File: config.mk
export PLATFORM = sky130hd
export DESIGN_NAME = ffza_ctrl
export DESIGN_NICKNAME = d
export VERILOG_FILES = /design/src/rtl/ffza_pkg.sv /design/src/rtl/ffza_ctrl.sv
export SDC_FILE = /design/constraint.sdc
export NUM_CORES = 1
export LEC_CHECK = 0
export BUFFER_PORTS_ARGS = -buffer_cell sky130_fd_sc_hd__buf_2
export CAP_MARGIN = 25
export CORE_AREA = 4 4 41 43
export CTS_CLUSTER_SIZE = 20
export DETAILED_ROUTE_END_ITERATION = 8
export DIE_AREA = 0 0 45 47
export PLACE_DENSITY = 0.59
export RECOVER_POWER = 25
export SYNTH_ARGS = -nofsm -noshare
export SYNTH_HDL_FRONTEND = slang
export SYNTH_SLANG_ARGS = --single-unit
File: constraint.sdc
create_clock -name clk -period 1.6 [get_ports clk]
set_input_delay 0.24 -clock clk [delete_from_list [all_inputs] [get_ports clk]]
set_output_delay 0.24 -clock clk [all_outputs]
set_load 0.01 [all_outputs]
File: src/rtl/ffza_pkg.sv
`timescale 1ns / 1ps
`default_nettype none

package ffza_pkg;

    // table and address geometry
    localparam int ZONE_ENTRIES = 64;
    localparam int ADDR_BITS    = 32;
    localparam int IDX_W        = $clog2(ZONE_ENTRIES);
    localparam int CNT_W        = $clog2(ZONE_ENTRIES + 1);

    // fixed field widths
    localparam int DATA_W = 32;
    localparam int NEED_W = 62;
    localparam int SUM_W  = 64;
    localparam int GAP_W  = 8;
    localparam int STAT_W = 4;
    localparam int CFG_W  = 2;

    localparam logic [DATA_W-1:0] ADDR_MASK = (ADDR_BITS >= DATA_W) ? {DATA_W{1'b1}} :
        DATA_W'((64'd1 << ADDR_BITS) - 64'd1);

    // register indexes
    localparam logic [CFG_W-1:0] CFG_HEAP_START = 2'd0;
    localparam logic [CFG_W-1:0] CFG_HEAP_END   = 2'd1;
    localparam logic [CFG_W-1:0] CFG_DESC_GAP   = 2'd2;

    localparam logic [GAP_W-1:0] GAP_RESET = 8'd24;

    // result codes
    localparam logic [STAT_W-1:0] ST_NEW        = 4'd0;
    localparam logic [STAT_W-1:0] ST_REUSED     = 4'd1;
    localparam logic [STAT_W-1:0] ST_BAD_SIZE   = 4'd2;
    localparam logic [STAT_W-1:0] ST_BAD_COUNT  = 4'd3;
    localparam logic [STAT_W-1:0] ST_EMPTY      = 4'd4;
    localparam logic [STAT_W-1:0] ST_NO_MEMORY  = 4'd5;
    localparam logic [STAT_W-1:0] ST_TABLE_FULL = 4'd6;
    localparam logic [STAT_W-1:0] ST_FREED      = 4'd7;
    localparam logic [STAT_W-1:0] ST_NO_MATCH   = 4'd8;

    typedef struct packed {
        logic              in_ready;
        logic              load_req;
        logic              load_need;
        logic              scan_start;
        logic              scan_step;
        logic              commit_hit;
        logic              commit_new;
        logic              emit;
        logic [STAT_W-1:0] code;
    } ffza_cmd_t;

    typedef struct packed {
        logic is_free;
        logic bad_size;
        logic bad_count;
        logic empty_req;
        logic addr_zero;
        logic table_empty;
        logic table_full;
        logic hit;
        logic last;
        logic fits;
        logic slot_free;
    } ffza_stat_t;

endpackage

`default_nettype wire

File: src/rtl/ffza_ctrl.sv
`timescale 1ns / 1ps
`default_nettype none

module ffza_ctrl
    import ffza_pkg::*;
(
    input  wire logic       clk,
    input  wire logic       rst_n,
    input  wire logic       in_valid,
    input  wire ffza_stat_t stat,
    output ffza_cmd_t       cmd
);

    localparam logic [1:0] S_IDLE  = 2'd0;
    localparam logic [1:0] S_CHECK = 2'd1;
    localparam logic [1:0] S_SCAN  = 2'd2;
    localparam logic [1:0] S_CARVE = 2'd3;

    logic [1:0] state_reg;
    logic [1:0] state_next;

    always_comb
    begin
        cmd        = '0;
        state_next = state_reg;
        unique case (state_reg)
            S_IDLE:
            begin
                cmd.in_ready = 1'b1;
                if (in_valid)
                begin
                    cmd.load_req = 1'b1;
                    state_next   = S_CHECK;
                end
            end
            S_CHECK:
            begin
                cmd.load_need = 1'b1;
                if (stat.is_free)
                begin
                    if (stat.addr_zero || stat.table_empty)
                    begin
                        if (stat.slot_free)
                        begin
                            cmd.emit   = 1'b1;
                            cmd.code   = ST_NO_MATCH;
                            state_next = S_IDLE;
                        end
                    end
                    else
                    begin
                        cmd.scan_start = 1'b1;
                        state_next     = S_SCAN;
                    end
                end
                else if (stat.bad_size || stat.bad_count || stat.empty_req)
                begin
                    if (stat.slot_free)
                    begin
                        cmd.emit   = 1'b1;
                        state_next = S_IDLE;
                        priority if (stat.bad_size)
                            cmd.code = ST_BAD_SIZE;
                        else if (stat.bad_count)
                            cmd.code = ST_BAD_COUNT;
                        else
                            cmd.code = ST_EMPTY;
                    end
                end
                else if (stat.table_empty)
                begin
                    state_next = S_CARVE;
                end
                else
                begin
                    cmd.scan_start = 1'b1;
                    state_next     = S_SCAN;
                end
            end
            S_SCAN:
            begin
                if (stat.hit)
                begin
                    if (stat.slot_free)
                    begin
                        cmd.emit       = 1'b1;
                        cmd.commit_hit = 1'b1;
                        cmd.code       = stat.is_free ? ST_FREED : ST_REUSED;
                        state_next     = S_IDLE;
                    end
                end
                else if (stat.last)
                begin
                    if (!stat.is_free)
                    begin
                        state_next = S_CARVE;
                    end
                    else if (stat.slot_free)
                    begin
                        cmd.emit   = 1'b1;
                        cmd.code   = ST_NO_MATCH;
                        state_next = S_IDLE;
                    end
                end
                else
                begin
                    cmd.scan_step = 1'b1;
                end
            end
            S_CARVE:
            begin
                if (stat.slot_free)
                begin
                    cmd.emit   = 1'b1;
                    state_next = S_IDLE;
                    priority if (!stat.fits)
                        cmd.code = ST_NO_MEMORY;
                    else if (stat.table_full)
                        cmd.code = ST_TABLE_FULL;
                    else
                    begin
                        cmd.code       = ST_NEW;
                        cmd.commit_new = 1'b1;
                    end
                end
            end
        endcase
    end

    always_ff @(posedge clk or negedge rst_n)
    begin
        if (!rst_n)
        begin
            state_reg <= S_IDLE;
        end
        else
        begin
            state_reg <= state_next;
        end
    end

endmodule

`default_nettype wire

==> metrics.cfg <==
[run_status]
run_status = completed

[placed_design]
placed_cells = 88
routabilityCongestion = 0.750
place.detailed.hpwl_um = 856
numPortBuffers = 25

[detailed_routing]
dr.pass1.iters = 5
drt-wirelength-per-cell_um = 11.5
routed_wl_um = 1090
post-route-drc-count = 0
initialDrtViolationCount = 6
detail-route-antenna-nets = 0
viasPerCell = 5.15
detailroute.via_count = 489

[critical_path]
crit_arrival_ns = 1.35
critPathMaxFanout = 8
cp_data_required_time_ns = 1.36
reg2reg_from = state_reg[0]$_DFFE_PN0P_
worst_path_largest_cell_delay_ns = 0.44
timing.critical_path.from = state_reg[0]$_DFFE_PN0P_
launching_element_type_of_the_critical_path = flip-flop
critical_path_class = flip-flop to primary output
timing.critical_path.to_type = primary output
crit_chain = a211o_1 > nor2b_4 > a31o_1 > buf_2
critical-path-slowest-cell = dfrtp_2

[final_layout]
final_layout_size_suffix_gt1_share_pct = 47.5
area_growth_syn_to_layout_pct = 47.3
nets = 96
num_antenna_cells = 0
leading_cell_type_in_the_layout_fill_and_taps_excluded = buf_2
final-instance-count-excl-fill = 95
largest_register_ffs = 2
mostFrequentLayoutCells = buf_2, nor2_1, buf_4
final_core_utilization_pct = 42.5

[floorplanning]
floorplan.die.width_um = 45
design.core.area_um2 = 1300
count_of_pins_on_the_block_boundary = 26
initial_utilization_pct = 28.8
floorplan.die_area_um2 = 2120
fp-row-count = 13
fp.dieH_um = 47

[power_and_ir_drop]
vdd_drop_max_uv = 571
power.density_cell_area_nw_per_um2 = 1180
power.leakage_nw = 0.291

[clock_network]
cts_tree = built
htree_levels = 1
latest_clock_arrival_within_the_worst_skew_pair_ns = 0.22
clock_path_buffers = 2
clock_sinks = 2
cts_inserted_buffers = 3
clock-root-buffer = clkbuf_4
clkSlewWorstSetupHoldPaths_ns = 0.03

[timing]
timing.final.setup_violations = 0
final_hold_violations = 0
tightestPinTransition_ns = 0.407
slew-limit-headroom_pct = 72.6
clock-skew-final_ns = 0.00309
totalNegativeSetupSlack_ns = 0
achievable-frequency_mhz = 628
grt_setup_unrepaired = yes
final_critical_delay_including_setup_and_external_delays_ns = 1.59
post-route-period-util_pct = 99.6
final-max-slew-violation-count = 0

[global_route]
remaining_overflow_grt = 0
track_usage_pct = 11.0
first_global_vias = 422
antenna_found_initial = 0
grt_max_degree = 11
grt_pass1_wl_um = 1680

[synthesis]
synth_sequential_area_ratio_pct = 13.3
syn-cell-area_um2 = 375
ys_ff_latch = 2
yosys-top-cells-area = dfrtp_1, buf_6, o21ai_0, and2_1, nor2_1
post_synth_num_cell_types = 32
post-synth-top-area-fraction_pct = 13.3
syn-instance-count = 51
syn_area_per_cell_um2 = 7.36
syn-num-nets = 65
yosysWarnings = 0
synth_largest_area_cell = dfrtp_1

[run]
timing.max_cap.violations = 0

[min_path]
hp-class = primary input to async pin

## per-layer routing
| metal | share of wire, % | routed length (um) | GRT usage [%] | vias to the layer above |
|---|---|---|---|---|
| met3 | 7.3 | 80 | 4.98 | 0 |
| li1 | - | - | - | 254 |
| met2 | 49 | 535 | 15.5 | 14 |
| met5 | 0 | 0 | 0 | - |
| met4 | 0 | 0 | 7.02 | 0 |
| met1 | 44 | 476 | 13.6 | 221 |
## Yosys cell counts
master	n
and4bb_2	1
o21ai_0	4
inv_2	1
buf_2	1
dfrtp_1	2
and2b_1	1
o211a_1	1
o311ai_0	1
nand2b_4	1
a21o_1	1
nor4_1	3
o2bb2ai_1	1
o22a_1	1
nand3b_1	1
buf_6	3
a211o_1	1
nor2_1	5
nand4_1	1
o31a_1	1
nand3_1	3
a31o_1	1
o22ai_1	1
a222oi_1	1
or2_1	1
inv_1	1
nor3_1	1
and2_1	3
a21oi_1	2
and3_1	1
nand4b_1	1
nor2b_1	1
nand2_1	3
## critical path: cells and delay by family, from the launching register on
kind	cells	cell delay, ns
simple gates	1	0.13
flops	1	0.44
buf+inv	1	0.13
compound gates	2	0.43
## per-stage QoR
step	hold WS [ns]	area, um2	total power, mW	worst slack (ns)
final	0.336	553	0.653	0.00673
after floorplan	-0.0556	375	0.393	0.221
after CTS	0.335	538	0.642	0.00195
after global placement	0.0261	488	0.488	0.166
after detailed placement	0.0255	488	0.490	0.155
after global routing	0.358	553	0.722	-0.0525
## what timing repair did
action | CTS | global route
hold buffers | 1 | 0
endpoints found under the setup margin | 3 | 4
gates cloned | 0 | 0
pin swaps | 2 | 3
hold endpoints to repair | 2 | 0
resized for setup | 3 | 4
setup buffers | 2 | 1
## final timing paths
| path | slack [ns] | cells past startpoint | end |
|---|---|---|---|
| worst max-delay path | 0.007 | 4 | cmd[4] |
| worst min-delay path | 0.34 | 2 | state_reg[0]$_DFFE_PN0P_ |
| worst max register to register | 0.34 | 4 | state_reg[0]$_DFFE_PN0P_ |
| worst min register to register | 0.58 | 1 | state_reg[0]$_DFFE_PN0P_ |
| max in group asynchronous | 1.13 | 2 | state_reg[1]$_DFFE_PN0P_ |
| min in group clk | 0.40 | 3 | state_reg[1]$_DFFE_PN0P_ |
## cell families (layout without fill, tap and decap cells)
logic type	after synthesis	in the layout	synth area share, %
and+or+nand+nor	27	27	43.3
buffers and inverters	6	35	12.3
DFF	2	2	13.3
AOI/OAI and AO/OA	16	16	31.0
## power by group
group	switching, mW	internal, mW	total, mW
combinational	0.205	0.224	0.430
sequential	0.0399	0.0760	0.116
clock	0.0254	0.0824	0.108
## area by class of cell
cell class / count / area, um2
tap: 15 / 18.8
multi-input combinational: 43 / 288
sequential: 2 / 52.6
fill: 158 / 748
timing repair buffer: 30 / 164
clock buffer: 3 / 22.5
inverter: 2 / 7.51
Power figures use the tool's default switching activity.
